**src/design/pom_pkg.sv**
```systemverilog
// Shared types, constants and tables for the polyphonic oscillator mixer.
`default_nettype none
package pom_pkg;

    typedef enum logic [1:0] {
        CMD_KEY_DOWN = 2'd0,
        CMD_KEY_UP   = 2'd1,
        CMD_TICK     = 2'd2,
        CMD_NONE     = 2'd3
    } cmd_t;

    typedef enum logic [2:0] {
        WAVE_SINE   = 3'd0,
        WAVE_TRI    = 3'd1,
        WAVE_SAW    = 3'd2,
        WAVE_SQUARE = 3'd3,
        WAVE_NOISE  = 3'd4
    } wave_t;

    localparam logic [2:0] REG_WAVE   = 3'd0;
    localparam logic [2:0] REG_OCTAVE = 3'd1;
    localparam logic [2:0] REG_BASE   = 3'd2;
    localparam logic [2:0] REG_LMAX   = 3'd3;
    localparam logic [2:0] REG_DECAY  = 3'd4;

    typedef enum logic [2:0] {
        ST_IDLE,
        ST_KEY_RD,
        ST_KEY_WR,
        ST_TICK_RD,
        ST_TICK_MAC,
        ST_TICK_WR,
        ST_OUT
    } state_t;

    localparam logic [20:0] LEVEL_TOP   = 21'h1FFFFF;
    localparam logic [15:0] LFSR_RESET  = 16'hACE1;
    localparam logic [15:0] LFSR_TAPS   = 16'hB400;
    localparam logic [2:0]  CFG_IDX_W   = 3;

    // Semitone ratios, round(2^(s/12) * 65536)
    function automatic logic [16:0] semi_q16(input logic [3:0] s);
        logic [16:0] r;
        begin
            case (s)
                4'd0:    r = 17'd65536;
                4'd1:    r = 17'd69433;
                4'd2:    r = 17'd73562;
                4'd3:    r = 17'd77936;
                4'd4:    r = 17'd82570;
                4'd5:    r = 17'd87480;
                4'd6:    r = 17'd92682;
                4'd7:    r = 17'd98193;
                4'd8:    r = 17'd104032;
                4'd9:    r = 17'd110218;
                4'd10:   r = 17'd116772;
                4'd11:   r = 17'd123715;
                default: r = 17'd65536;
            endcase
            return r;
        end
    endfunction

endpackage
`default_nettype wire

```
**src/design/pom_sine_rom.sv**
```systemverilog
// Quarter-wave sine generator: table of sine values built at elaboration.
`default_nettype none
module pom_sine_rom #(
    parameter int DEPTH = 256
) (
    input  wire logic [$clog2(DEPTH)-1:0] idx,
    output logic signed [16:0]            value
);
    localparam int IW = $clog2(DEPTH);

    // Series evaluation matching the fixed-point Taylor form, run at elaboration
    function automatic logic [16:0] sine_mag(input longint u);
        longint unsigned x, x2, t, s, v;
        longint unsigned one;
        begin
            one = 64'd1073741824;
            x   = (64'd1686629713 * 64'(u)) / 64'(DEPTH);
            x2  = (x * x) >> 30;
            t   = one;
            t   = one - ((x2 * t) >> 30) / 110;
            t   = one - ((x2 * t) >> 30) / 72;
            t   = one - ((x2 * t) >> 30) / 42;
            t   = one - ((x2 * t) >> 30) / 20;
            t   = one - ((x2 * t) >> 30) / 6;
            s   = (x * t) >> 30;
            v   = (s * 64'd32768 + (one >> 1)) >> 30;
            if (v > 64'd32768)
                v = 64'd32768;
            return v[16:0];
        end
    endfunction

    logic [16:0] rom [DEPTH/4+1];

    for (genvar g = 0; g <= DEPTH / 4; g++) begin : g_rom
        assign rom[g] = sine_mag(4 * g);
    end

    // Fold the index into the first quarter
    logic [IW+1:0] u;
    logic          neg;
    logic [IW+1:0] uf;
    logic [16:0]   mag;

    always_comb
    begin
        u   = {idx, 2'b00};
        neg = u[IW+1];
        if (neg)
            u = u - (IW+2)'(2 * DEPTH);
        uf = (u > (IW+2)'(DEPTH)) ? (IW+2)'(2 * DEPTH) - u : u;
        mag = rom[uf[IW:2]];
        value = neg ? -$signed(mag) : $signed(mag);
    end
endmodule
`default_nettype wire

```
**src/design/polyphonic_oscillator_mixer_core.sv**
```systemverilog
// Top level of the polyphonic oscillator mixer.
// Usage:
//   s_axis: one item per command, tdata = {key_index, cmd}. Key events give
//   no output; a tick (cmd 2) gives one m_axis item with the mixed sample.
//   cfg: write channel (cfg_index, cfg_data), taken only while idle; in that
//   cycle it has priority and s_axis_tready stays low.
//   m_axis: tdata = {active_count, sample}, held until taken.
// Timing: a key event goes through read, write and back to idle. A tick
//   starts with the first memory read, then for each voice does a multiply
//   and a write (the next voice is read during the write), and ends by
//   loading the output register. No new item is taken until the core is idle again.
// Reset: all voices silent, LFSR at 0xACE1, registers at their defaults.
//   The voice memory is cleared by a pass over all voices after reset,
//   during which s_axis_tready is low.
// Stall: while a result waits in the output register the next item is
//   accepted; a second tick waits at its end until the first result goes.
`default_nettype none
module polyphonic_oscillator_mixer_core #(
    parameter int VOICES           = 32,
    parameter int PHASE_BITS       = 24,
    parameter int SINE_TABLE_DEPTH = 256,
    parameter int LEVEL_FRAC_BITS  = 8
) (
    input  wire logic        clk,
    input  wire logic        rst_n,
    input  wire logic        s_axis_tvalid,
    output logic             s_axis_tready,
    input  wire logic [7:0]  s_axis_tdata,   // [1:0] cmd, [6:2] key_index
    input  wire logic        cfg_valid,
    output logic             cfg_ready,
    input  wire logic [2:0]  cfg_index,
    input  wire logic [22:0] cfg_data,
    output logic             m_axis_tvalid,
    input  wire logic        m_axis_tready,
    output logic [23:0]      m_axis_tdata    // [15:0] sample, [21:16] active_count
);
    localparam int VW  = (VOICES > 1) ? $clog2(VOICES) : 1;
    localparam int CW  = $clog2(VOICES + 1);
    localparam int SIW = $clog2(SINE_TABLE_DEPTH);
    localparam int SH  = 15 + LEVEL_FRAC_BITS;

    // Configuration registers
    logic [2:0]        wave_reg;
    logic signed [3:0] octave_reg;
    logic [22:0]       base_reg;
    logic [20:0]       lmax_reg;
    logic [15:0]       decay_reg;

    // Voice memory: {held, level, phase}
    logic [PHASE_BITS+21:0] vmem [VOICES];
    logic [PHASE_BITS+21:0] rd_q;
    logic [PHASE_BITS+21:0] wr_d;
    logic [VW-1:0]          rd_addr, wr_addr;
    logic                   wr_en;

    pom_pkg::state_t state_reg, state_next;
    logic [VW-1:0]   vi_reg, vi_next;
    logic [VW-1:0]   key_reg, key_next;
    logic            cmd_up_reg, cmd_up_next;
    logic            clr_reg;
    logic [VW-1:0]   clr_cnt_reg;
    logic signed [16:0] acc_reg, acc_next;
    logic [CW-1:0]   cnt_reg, cnt_next;
    logic [15:0]     lfsr_reg, lfsr_next;
    logic            mv_reg, mv_next;
    logic [23:0]     md_reg, md_next;

    // Multiply stage registers
    logic signed [SH+24:0]  prod_reg;
    logic [PHASE_BITS-1:0]  ph_reg;
    logic [20:0]            lv_reg;
    logic                   hd_reg;
    logic                   act_reg;
    logic [PHASE_BITS-1:0]  incr_reg;

    // Memory, registered read
    always_ff @(posedge clk)
    begin
        if (wr_en)
            vmem[wr_addr] <= wr_d;
        rd_q <= vmem[rd_addr];
    end

    // Config port
    assign cfg_ready = (state_reg == pom_pkg::ST_IDLE) && !clr_reg;
    always_ff @(posedge clk or negedge rst_n)
    begin
        if (!rst_n)
        begin
            wave_reg   <= 3'd0;
            octave_reg <= 4'sd0;
            base_reg   <= 23'd167392;
            lmax_reg   <= 21'd1845494;
            decay_reg  <= 16'd461;
        end
        else if (cfg_valid && cfg_ready)
        begin
            unique case (cfg_index)
                pom_pkg::REG_WAVE:   wave_reg   <= cfg_data[2:0];
                pom_pkg::REG_OCTAVE: octave_reg <= cfg_data[3:0];
                pom_pkg::REG_BASE:   base_reg   <= cfg_data;
                pom_pkg::REG_LMAX:   lmax_reg   <= cfg_data[20:0];
                pom_pkg::REG_DECAY:  decay_reg  <= cfg_data[15:0];
                default: ;
            endcase
        end
    end

    // Fields of the read word
    logic                  r_held;
    logic [20:0]           r_level;
    logic [PHASE_BITS-1:0] r_phase;
    assign r_held  = rd_q[PHASE_BITS+21];
    assign r_level = rd_q[PHASE_BITS+20:PHASE_BITS];
    assign r_phase = rd_q[PHASE_BITS-1:0];

    // Waveform of the voice just read
    logic signed [16:0] sine_val;
    logic signed [16:0] wave_val;
    logic [SIW-1:0]     sidx;
    logic [15:0]        tf;
    logic [15:0]        sf;
    logic [PHASE_BITS-1:0] half;
    assign half = {1'b1, {(PHASE_BITS-1){1'b0}}};
    assign sidx = r_phase[PHASE_BITS-1 -: SIW];

    pom_sine_rom #(.DEPTH(SINE_TABLE_DEPTH)) u_sine (
        .idx   (sidx),
        .value (sine_val)
    );

    // Triangle uses the phase below its top bit; saw is the top 16 bits as signed
    always_comb
    begin
        tf = r_phase[PHASE_BITS-2 -: 16];
        sf = r_phase[PHASE_BITS-1 -: 16];
        case (wave_reg)
            pom_pkg::WAVE_SINE:   wave_val = sine_val;
            pom_pkg::WAVE_TRI:    wave_val = r_phase[PHASE_BITS-1]
                                      ? 17'sd32768 - $signed({1'b0, tf})
                                      : $signed({1'b0, tf}) - 17'sd32768;
            pom_pkg::WAVE_SAW:    wave_val = $signed({sf[15], sf});
            pom_pkg::WAVE_SQUARE: wave_val = (r_phase > half) ? 17'sd32768 : -17'sd32768;
            default:              wave_val = 17'sd0;
        endcase
    end

    // Phase increment for voice vi_reg; octave by reciprocal multiply (exact below 511)
    logic [3:0]            n_semi;
    logic [5:0]            n_oct;
    logic [17:0]           n_q;
    logic [39:0]           incr_p;
    logic [PHASE_BITS-1:0] incr;
    logic [9:0]            n_pos;
    always_comb
    begin
        n_pos  = 10'(vi_reg) + 10'd99 + 10'($signed(octave_reg) * 12);
        n_q    = 18'(n_pos) * 18'd171;
        n_oct  = 6'(n_q >> 11);
        n_semi = 4'(n_pos - 10'(n_oct) * 10'd12);
        incr_p = 40'(base_reg) * 40'(pom_pkg::semi_q16(n_semi));
        if (n_oct >= 6'd24)
            incr = PHASE_BITS'(incr_p << (n_oct - 6'd24));
        else
            incr = PHASE_BITS'(incr_p >> (6'd24 - n_oct));
    end

    // Accumulate with truncation and saturation
    logic signed [SH+26:0] t_sum;
    logic signed [SH+26:0] t_mag;
    logic signed [SH+26:0] t_q;
    always_comb
    begin
        t_sum = ((SH+27)'(acc_reg) <<< SH) + (SH+27)'(prod_reg);
        t_mag = t_sum[SH+26] ? -t_sum : t_sum;
        t_q   = t_mag >>> SH;
        if (t_sum[SH+26])
            t_q = -t_q;
    end

    logic [20:0] decayed;
    logic [21:0] restart;
    assign decayed = (lv_reg > 21'(decay_reg)) ? lv_reg - 21'(decay_reg) : 21'd0;
    assign restart = 22'(lmax_reg) + 22'(decay_reg[15:1]);

    logic s_fire;
    assign s_fire = s_axis_tvalid && s_axis_tready;

    always_comb
    begin
        state_next  = state_reg;
        vi_next     = vi_reg;
        key_next    = key_reg;
        cmd_up_next = cmd_up_reg;
        acc_next    = acc_reg;
        cnt_next    = cnt_reg;
        lfsr_next   = lfsr_reg;
        mv_next     = mv_reg && !m_axis_tready;
        md_next     = md_reg;
        rd_addr     = vi_reg;
        wr_addr     = vi_reg;
        wr_en       = 1'b0;
        wr_d        = rd_q;
        s_axis_tready = 1'b0;
        if (clr_reg)
        begin
            wr_en   = 1'b1;
            wr_addr = clr_cnt_reg;
            wr_d    = '0;
        end
        unique case (state_reg)
            pom_pkg::ST_IDLE:
            begin
                s_axis_tready = !clr_reg && !cfg_valid;
                if (s_fire)
                begin
                    unique case (s_axis_tdata[1:0])
                        pom_pkg::CMD_KEY_DOWN, pom_pkg::CMD_KEY_UP:
                        begin
                            if (32'(s_axis_tdata[6:2]) < VOICES)
                            begin
                                key_next    = VW'(s_axis_tdata[6:2]);
                                cmd_up_next = s_axis_tdata[0];
                                state_next  = pom_pkg::ST_KEY_RD;
                            end
                        end
                        pom_pkg::CMD_TICK:
                        begin
                            vi_next    = '0;
                            acc_next   = '0;
                            cnt_next   = '0;
                            state_next = pom_pkg::ST_TICK_RD;
                        end
                        default: ;
                    endcase
                end
            end
            pom_pkg::ST_KEY_RD:
            begin
                rd_addr    = key_reg;
                state_next = pom_pkg::ST_KEY_WR;
            end
            pom_pkg::ST_KEY_WR:
            begin
                wr_addr = key_reg;
                if (!cmd_up_reg)
                begin
                    wr_en = 1'b1;
                    wr_d  = {1'b1, r_level, r_phase};
                    if (r_level < lmax_reg)
                        wr_d = {1'b1,
                                restart > 22'(pom_pkg::LEVEL_TOP) ? pom_pkg::LEVEL_TOP
                                                                  : restart[20:0],
                                {PHASE_BITS{1'b0}}};
                end
                else if (r_held)
                begin
                    wr_en = 1'b1;
                    wr_d  = {1'b0,
                             (r_level > 21'(decay_reg)) ? r_level - 21'(decay_reg) : 21'd0,
                             r_phase};
                end
                state_next = pom_pkg::ST_IDLE;
            end
            pom_pkg::ST_TICK_RD:
            begin
                state_next = pom_pkg::ST_TICK_MAC;
            end
            pom_pkg::ST_TICK_MAC:
            begin
                state_next = pom_pkg::ST_TICK_WR;
            end
            pom_pkg::ST_TICK_WR:
            begin
                if (act_reg)
                begin
                    if (cnt_reg != CW'(VOICES))
                        cnt_next = cnt_reg + 1'b1;
                    if (wave_reg != pom_pkg::WAVE_NOISE)
                    begin
                        if (t_q > (SH+27)'(32767))
                            acc_next = 17'sd32767;
                        else if (t_q < -(SH+27)'(32768))
                            acc_next = -17'sd32768;
                        else
                            acc_next = 17'(t_q);
                    end
                    wr_en = 1'b1;
                    wr_d  = {hd_reg, (lv_reg < lmax_reg) ? decayed : lv_reg,
                             ph_reg + incr_reg};
                end
                if (32'(vi_reg) == VOICES - 1)
                    state_next = pom_pkg::ST_OUT;
                else
                begin
                    vi_next    = vi_reg + 1'b1;
                    rd_addr    = vi_reg + 1'b1;
                    state_next = pom_pkg::ST_TICK_MAC;
                end
            end
            pom_pkg::ST_OUT:
            begin
                if (!mv_next)
                begin
                    mv_next = 1'b1;
                    if (wave_reg == pom_pkg::WAVE_NOISE)
                    begin
                        if (cnt_reg != '0)
                        begin
                            lfsr_next = (lfsr_reg >> 1) ^ (lfsr_reg[0] ? pom_pkg::LFSR_TAPS : 16'h0);
                            md_next   = {2'b00, 6'(cnt_reg), lfsr_next};
                        end
                        else
                            md_next = {2'b00, 6'(cnt_reg), 16'h0};
                    end
                    else
                        md_next = {2'b00, 6'(cnt_reg), acc_reg[15:0]};
                    state_next = pom_pkg::ST_IDLE;
                end
            end
            default: state_next = pom_pkg::ST_IDLE;
        endcase
    end

    // Control registers
    always_ff @(posedge clk or negedge rst_n)
    begin
        if (!rst_n)
        begin
            state_reg   <= pom_pkg::ST_IDLE;
            vi_reg      <= '0;
            key_reg     <= '0;
            cmd_up_reg  <= 1'b0;
            acc_reg     <= '0;
            cnt_reg     <= '0;
            lfsr_reg    <= pom_pkg::LFSR_RESET;
            mv_reg      <= 1'b0;
            clr_reg     <= 1'b1;
            clr_cnt_reg <= '0;
        end
        else
        begin
            state_reg  <= state_next;
            vi_reg     <= vi_next;
            key_reg    <= key_next;
            cmd_up_reg <= cmd_up_next;
            acc_reg    <= acc_next;
            cnt_reg    <= cnt_next;
            lfsr_reg   <= lfsr_next;
            mv_reg     <= mv_next;
            if (clr_reg)
            begin
                if (32'(clr_cnt_reg) == VOICES - 1)
                    clr_reg <= 1'b0;
                else
                    clr_cnt_reg <= clr_cnt_reg + 1'b1;
            end
        end
    end

    // Multiply stage, increment of the voice in flight and output payload
    always_ff @(posedge clk)
    begin
        md_reg   <= md_next;
        prod_reg <= (SH+25)'(wave_val * $signed({1'b0, r_level}));
        ph_reg   <= r_phase;
        lv_reg   <= r_level;
        hd_reg   <= r_held;
        act_reg  <= (r_level != 21'd0);
        incr_reg <= incr;
    end

    assign m_axis_tvalid = mv_reg;
    assign m_axis_tdata  = md_reg;

`ifndef NO_ASSERTIONS
    // Input is never taken during the clearing pass
    a_no_in_clear: assert property (@(posedge clk) disable iff (!rst_n)
        clr_reg |-> !s_axis_tready)
        else $error("input accepted during clear");
    // A pending result is not overwritten
    a_out_hold: assert property (@(posedge clk) disable iff (!rst_n)
        (mv_reg && !m_axis_tready) |=> (mv_reg && $stable(md_reg)))
        else $error("output changed while stalled");
    // Active count never exceeds voice count
    a_cnt: assert property (@(posedge clk) disable iff (!rst_n)
        32'(cnt_reg) <= VOICES)
        else $error("active count overflow");
`endif
endmodule
`default_nettype wire
```
**config.mk**
```make
export PLATFORM = sky130hd
export DESIGN_NAME = polyphonic_oscillator_mixer_core
export DESIGN_NICKNAME = d
export VERILOG_FILES = /design/src/design/pom_pkg.sv /design/src/design/pom_sine_rom.sv /design/src/design/polyphonic_oscillator_mixer_core.sv
export SDC_FILE = /design/constraint.sdc
export NUM_CORES = 2
export LEC_CHECK = 0
export ABC_AREA = 1
export BUFFER_PORTS_ARGS = -buffer_cell sky130_fd_sc_hd__buf_2
export CORE_UTILIZATION = 45
export CTS_CLUSTER_SIZE = 8
export DETAILED_ROUTE_END_ITERATION = 16
export PLACE_DENSITY = 0.57
export SYNTH_ARGS = -nofsm -noshare
export SYNTH_HDL_FRONTEND = slang
export SYNTH_SLANG_ARGS = --single-unit
```
**constraint.sdc**
```tcl
create_clock -name clk -period 18 [get_ports clk]
set_input_delay 4.5 -clock clk [delete_from_list [all_inputs] [get_ports clk]]
set_output_delay 4.5 -clock clk [all_outputs]
set_load 0.1 [all_outputs]
```
# Yosys cells after proc, flatten, opt, wreduce, memory -nomap -nowiden
# Memories as Yosys holds them, arrays and structs flattened. A register that Yosys moved wholly into a read port is not among the register bits.
# Index checks and enable logic that the tools add are counted.
[totals] register_bits=261 mem_bits_rw=1472 romBits=2432 in_bits=39 word_cells=183 mem_count=3
[classes] add_sub_neg=20 mul=5 n_lt_le_gt_ge=11 n_eq_ne=27 shifts=2 n_mux=59 bitwise=4 reduce_logical=29
[memory_table] name="(no name shown)" words=128 width=17 read_ports=1 rd_clocked_by_memory_dff=0 write_ports=0 line="pom_sine_rom.sv:52" text="mag = rom[uf[IW:2]];"
[memory_table] name="vmem" words=32 width=46 read_ports=1 rd_clocked_by_memory_dff=1 write_ports=1 line="polyphonic_oscillator_mixer_core.sv:50" text="logic [PHASE_BITS+21:0] vmem [VOICES];"
[memory_table] name="(no name shown)" words=16 width=16 read_ports=1 rd_clocked_by_memory_dff=0 write_ports=0 line="pom_pkg.sv:45" text="case (s)"
[op_table] op="17-bit 2-to-1 mux" n=11
[op_table] op="46-bit 2-to-1 mux" n=4
[op_table] op="50-bit 2-to-1 mux" n=2
[op_table] op="46-bit one-hot mux with 2 select lines" n=1
[op_table] op="21-bit 2-to-1 mux" n=4
[op_table] op="17-bit one-hot mux with 4 select lines" n=1
[op_table] op="50-bit by 16-bit > comparator with 1-bit output, second input constant" n=1
[op_table] op="50-bit by 16-bit less-than comparator with 1-bit output, second input constant" n=1
[op_table] op="27-bit negator with 50-bit output" n=1
[op_table] op="41-bit negator with 50-bit output" n=1
[op_table] op="16-bit 2-to-1 mux" n=3
[op_table] op="45-bit 2-to-1 mux" n=1
[op_table] op="21-bit by 16-bit > comparator with 1-bit output" n=2
[op_table] op="21-bit less-than comparator" n=2
[op_table] op="21-bit by 16-bit subtractor with 21-bit output" n=2
[op_table] op="40-bit by 39-bit adder with 41-bit output" n=1
[op_table] op="23-bit by 17-bit multiplier with 40-bit output" n=1
[op_table] op="40-bit by 6-bit left shift with 24-bit output" n=1
[op_table] op="40-bit by 6-bit right shift with 24-bit output" n=1
[op_table] op="17-bit by 22-bit multiplier with 39-bit output" n=1
[op_table] op="17-bit one-hot mux with 2 select lines" n=1
[op_table] op="5-bit 2-to-1 mux" n=5
[op_table] op="24-bit adder" n=1
[op_table] op="24-bit > comparator, second input constant" n=1
[op_table] op="58 further kinds" n=107

# Logic depth before layout (Yosys ltp)
[logic_depth] depth_word=12 mapped_depth=76 ltp_nobuf=73

# Hierarchy
# A second synthesis with hierarchy kept.
[unflattened] cells_unflattened=11047 hier_area_um2=108151.2
[by_module_without_submodules] mod="polyphonic_oscillator_mixer_core" instances=1 cells_each=10585 area_each_um2=105819.0 seq_area_each_um2=51206.6
[by_module_without_submodules] mod="pom_sine_rom" instances=1 cells_each=462 area_each_um2=2332.2 seq_area_each_um2=0.0

# Least setup slack after synthesis
# Ideal clock, no wire load.
[synth_path] kind="register to register" startpoint="reg vi_reg[0]" endpoint="reg incr_reg[1]" setup_time_ps=58 arrival_time_ps=12885 slack_ps=5057 stages_incl_launch_ff=65 n_path_buf=5 synth_period_minus_slack_ps=12943 cell_sequence="dfrtp_1 clkbuf_1 inv_1 ha_1 o31ai_1 nand2_1 inv_1 ha_1 a21oi_1 nand2_1 xor2_1 ha_1 inv_1 fa_1 fa_1 inv_1 fa_1 ha_1 (+29 left out) nand2_1 nor2_1 nand2_1 o211ai_1 a21oi_1 xor2_1 nand2_1 nand2_1 inv_1 nand2_1 nand3_1 o21ai_0 or2_2 nand3_1 nand3_1 nand2_1 nand2_1 nand2_1"
[synth_via] elab_chain_len=9
[synth_lines] item="from (decl)" line="polyphonic_oscillator_mixer_core.sv:57" text="logic [VW-1:0] vi_reg, vi_next;"
[synth_lines] item="from (signal assigned)" line="polyphonic_oscillator_mixer_core.sv:344" text="vi_reg <= vi_next;"
[synth_lines] item="5-bit by 7-bit adder with 8-bit output *" line="polyphonic_oscillator_mixer_core.sv:157" text="n_pos = 10'(vi_reg) + 10'd99 + 10'($signed(octave_reg) * 12);"
[synth_lines] item="9-bit by 9-bit adder with 10-bit output *" line="polyphonic_oscillator_mixer_core.sv:157"
[synth_lines] item="10-bit by 8-bit multiplier with 17-bit output" line="polyphonic_oscillator_mixer_core.sv:158" text="n_q = 18'(n_pos) * 18'd171;"
[synth_lines] item="6-bit by 2-bit multiplier with 2-bit output" line="polyphonic_oscillator_mixer_core.sv:160" text="n_semi = 4'(n_pos - 10'(n_oct) * 10'd12);"
[synth_lines] item="4-bit subtractor" line="polyphonic_oscillator_mixer_core.sv:160"
[synth_lines] item="memory read 16 x 16 bit"
[synth_lines] item="23-bit by 17-bit multiplier with 40-bit output" line="polyphonic_oscillator_mixer_core.sv:161" text="incr_p = 40'(base_reg) * 40'(pom_pkg::semi_q16(n_semi));"
[synth_lines] item="40-bit by 6-bit right shift with 24-bit output or 40-bit by 6-bit left shift with 24-bit output (tied branches)" line="polyphonic_oscillator_mixer_core.sv:165, polyphonic_oscillator_mixer_core.sv:163"
[synth_lines] item="24-bit 2-to-1 mux *" line="polyphonic_oscillator_mixer_core.sv:162" text="if (n_oct >= 6'd24)"
[synth_lines] item="net incr[1]" line="polyphonic_oscillator_mixer_core.sv:153" text="logic [PHASE_BITS-1:0] incr;"
[synth_lines] item="to (signal assigned)" line="polyphonic_oscillator_mixer_core.sv:370" text="incr_reg <= incr;"
[synth_lines] item="to (decl)" line="polyphonic_oscillator_mixer_core.sv:74" text="logic [PHASE_BITS-1:0] incr_reg;"
# The timed path passes the listed nets; every way through them passes the cells marked *.
# A chain may end at the register's enable or synchronous reset.

# Worst setup path after layout
[layout_path] startpoint="reg vi_reg[0]" endpoint="reg incr_reg[11]"
# Same word-level chain as after synthesis.

==> impl_metrics.yaml <==
run_status:
  status: "finished, final reports clean"
logic_synthesis:
  synth.area.mux_share_pct: 0.0687
  synth_compound_gate_area_share_pct: 12.4
  synth.yosys.warnings: 0
  synth_top_family_by_area: "adder cells"
  synth_seq_cells: 1777
  synthAdderAreaFrac_pct: 17.0
  synth_area_leaders: "edfxtp_1 42%, fa_1 12%, nand2_1 5.7%"
  netlist_area_sq_mm: 0.107
  synth.top_cell.area_share_pct: 41.8
  synth_cell_type_count: 67
  synthCells: 10895
  synth_xor_area_share_pct: 1.32
  syn_area_per_cell_sq_um: 9.86
  yosys_most_used_dff: "edfxtp_1"
  synth_enable_flop_cells: 1494
  async_reset_ff_share_pct: 7.15
  ys_seq_area_share_pct: 47.7
  synthSimpleGateAreaFrac_pct: 15.0
  yosysTopAreaCell: "edfxtp_1"
detailed_routing:
  drcViolationCount: 0
  drt-total-wl_um: 330000
  dr_total_vias: 80770
  first_iter_violations: 7999
  viasPerCell: 5.70
  post_drt_wl_per_cell_um: 23.3
  dr.pass1.iters: 6
  antenna_left: 0
cells_and_area:
  nNetsFinal: 12001
  fillCellCount: 21684
  fin_area_sq_mm: 0.119
  drive_above_1_share_pct: 6.99
  area_delta_synth_final_pct: 10.7
  largest_register_ff_count: 1472
  layout_commonest_cell: "nand2_1"
  final_cell_mix: "1628 x nand2_1, 1587 x nor2_1, 1494 x edfxtp_1"
worst_setup_path:
  cp_num_cells: 58
  crit_arrival_ns: 16.78
  cp-endpoint: "incr_reg[11]"
  cp_common_cell: "inv_1"
  worstPathRequired_ns: 18.73
  critPathSlowestCell: "inv_1"
  r2r-end: "incr_reg[11]"
  start_kind: "register"
  reg2reg_depth: 58
  r2r_start: "vi_reg[0]"
  cp_max_fo: 27
  reg2reg_slack_ns: 1.95
  path_delay_family: "adder cells"
  end_kind: "register"
  worst_path_largest_cell_delay_ns: 0.73
  crit_start: "vi_reg[0]"
  cp.buffers_inverters: 13
  critPathKind: "register to register"
timing:
  worst_slew_pin_slew_ns: 1.39
  tns_ns: 0
  clock_skew_ns: 0.0848
  fmax_mhz: 62.3
  max_slew_margin_pct: 7.41
  grt_setup_unrepaired: "no"
  finalMaxSlewViolations: 0
  hold_viol: 0
  setup_viol: 0
  min_period_ns: 16.05
  period_share_pct: 89.2
  timing.hold.ws_ns: 0.384
clock_network:
  cts-htree-levels: 5
  clkLatencyLatePin_ns: 0.92
  clk_pin_slew_ns: 0.05
  tritoncts: "done"
  hold_buffers: 0
  cts_made_buffers: 274
  cts_resized: 0
  cts.sinks: 1777
  post_cts_buffers: 0
  clock-root-buffer: "clkbuf_16"
  cts_buffer_depth: 4
die:
  start_util_pct: 45.2
  ioPinCount: 66
  fp.dieH_um: 491
  coreArea_sq_mm: 0.238
  dieArea_sq_mm: 0.241
  die_w_um: 491
  placementRows: 179
global_routing:
  grtUsageTotal_pct: 27.1
  grt_first_pass_wirelength_um: 495000
  gr-total-overflow: 0
  grt_antenna_before_repair: 11
  grt_pass1_vias: 79076
  grt_max_degree: 171
placed_design:
  place.port_buffers: 62
  gp_congestion: 0.945
  dp_hpwl_um: 212000
  place_area_sq_mm: 0.111
job:
  drv_cap: 0
hold_path:
  min_path_type: "register to register"
==> worst min path at each step <==
stage | from | to | depth (start not counted)
detailed placement | rd_q[6] | ph_reg[6] | 0
global placement | rd_q[6] | ph_reg[6] | 0
CTS | rd_q[6] | ph_reg[6] | 0
global route | rd_q[6] | ph_reg[6] | 0
finish | rd_q[6] | ph_reg[6] | 0
floorplan | rd_q[2] | ph_reg[2] | 0
==> worst reg2reg max path, delay by kind of cell (launching register included) <==
kind | cells | cell delay, ns
xor+xnor | 1 | 0.50
fa+ha+maj | 15 | 6.83
buf+inv | 13 | 2.24
compound gates | 8 | 1.60
simple gates | 21 | 4.06
flops | 1 | 0.67
==> cells by family after synthesis <==
kind of cell | count (synthesis)
and+or+nand+nor | 3975
AOI/OAI and AO/OA | 2103
buffers and inverters | 1787
DFF | 1777
adders and majority gates | 1087
xor gates and xnor gates | 158
muxes | 7
other | 1
==> area by class of cell <==
class | instances | area, sq um | area share, %
Clock buffer | 386 | 7400 | 6.23
Multi-Input combinational cell | 7332 | 49700 | 41.8
Inverter | 1236 | 4650 | 3.91
Tap cell | 3167 | 3960 | 3.33
Timing Repair Buffer | 254 | 1840 | 1.55
Sequential cell | 1777 | 51200 | 43.1
Clock inverter | 9 | 91.3 | 0.0768
Antenna cell | 2 | 5.00 | 0.00421
==> Yosys cell counts (27+ instances only) <==
library cell and instances:
nand2_1 1628, nor2_1 1621, edfxtp_1 1494, inv_1 1186
o21ai_0 796, fa_1 621, ha_1 466, nand3_1 464
clkbuf_1 391, a21oi_1 333, o21bai_1 206, o211ai_1 186
o311ai_0 183, dfxtp_1 156, o32ai_1 142, nor3_1 100
xor2_1 99, buf_2 97, dfrtp_1 93, a31oi_1 74
xnor2_1 55, nand4_1 53, o311ai_1 48, buf_1 35
dfstp_2 34, o22ai_1 27
==> through the flow <==
| step | instances | util [%] | setup WS, ns |
|---|---|---|---|
| after detailed placement | 13764 | 46.9 | 2.09 |
| after floorplan | 10896 | - | 5.06 |
| after global placement | 13764 | 46.9 | 2.07 |
| after global routing | 14162 | 50.0 | 0.690 |
| after CTS | 14159 | 50.0 | 2.01 |
| final | 14163 | 50.0 | 1.95 |
==> routing by layer <==
metal  share of wire, %  track usage (%)  vias up  routed length [um]
met2                 45             42.4     3074              149000
li1                   -                -    37132                   -
met5                  0                0        -                   0
met4                3.5             9.35        0               11400
met3                7.3             4.34      626               24100
met1                 44             38.2    39938              145000
Power is not shown: default switching activity piles up to over one toggle a cycle in this logic, so the estimate is an artifact.
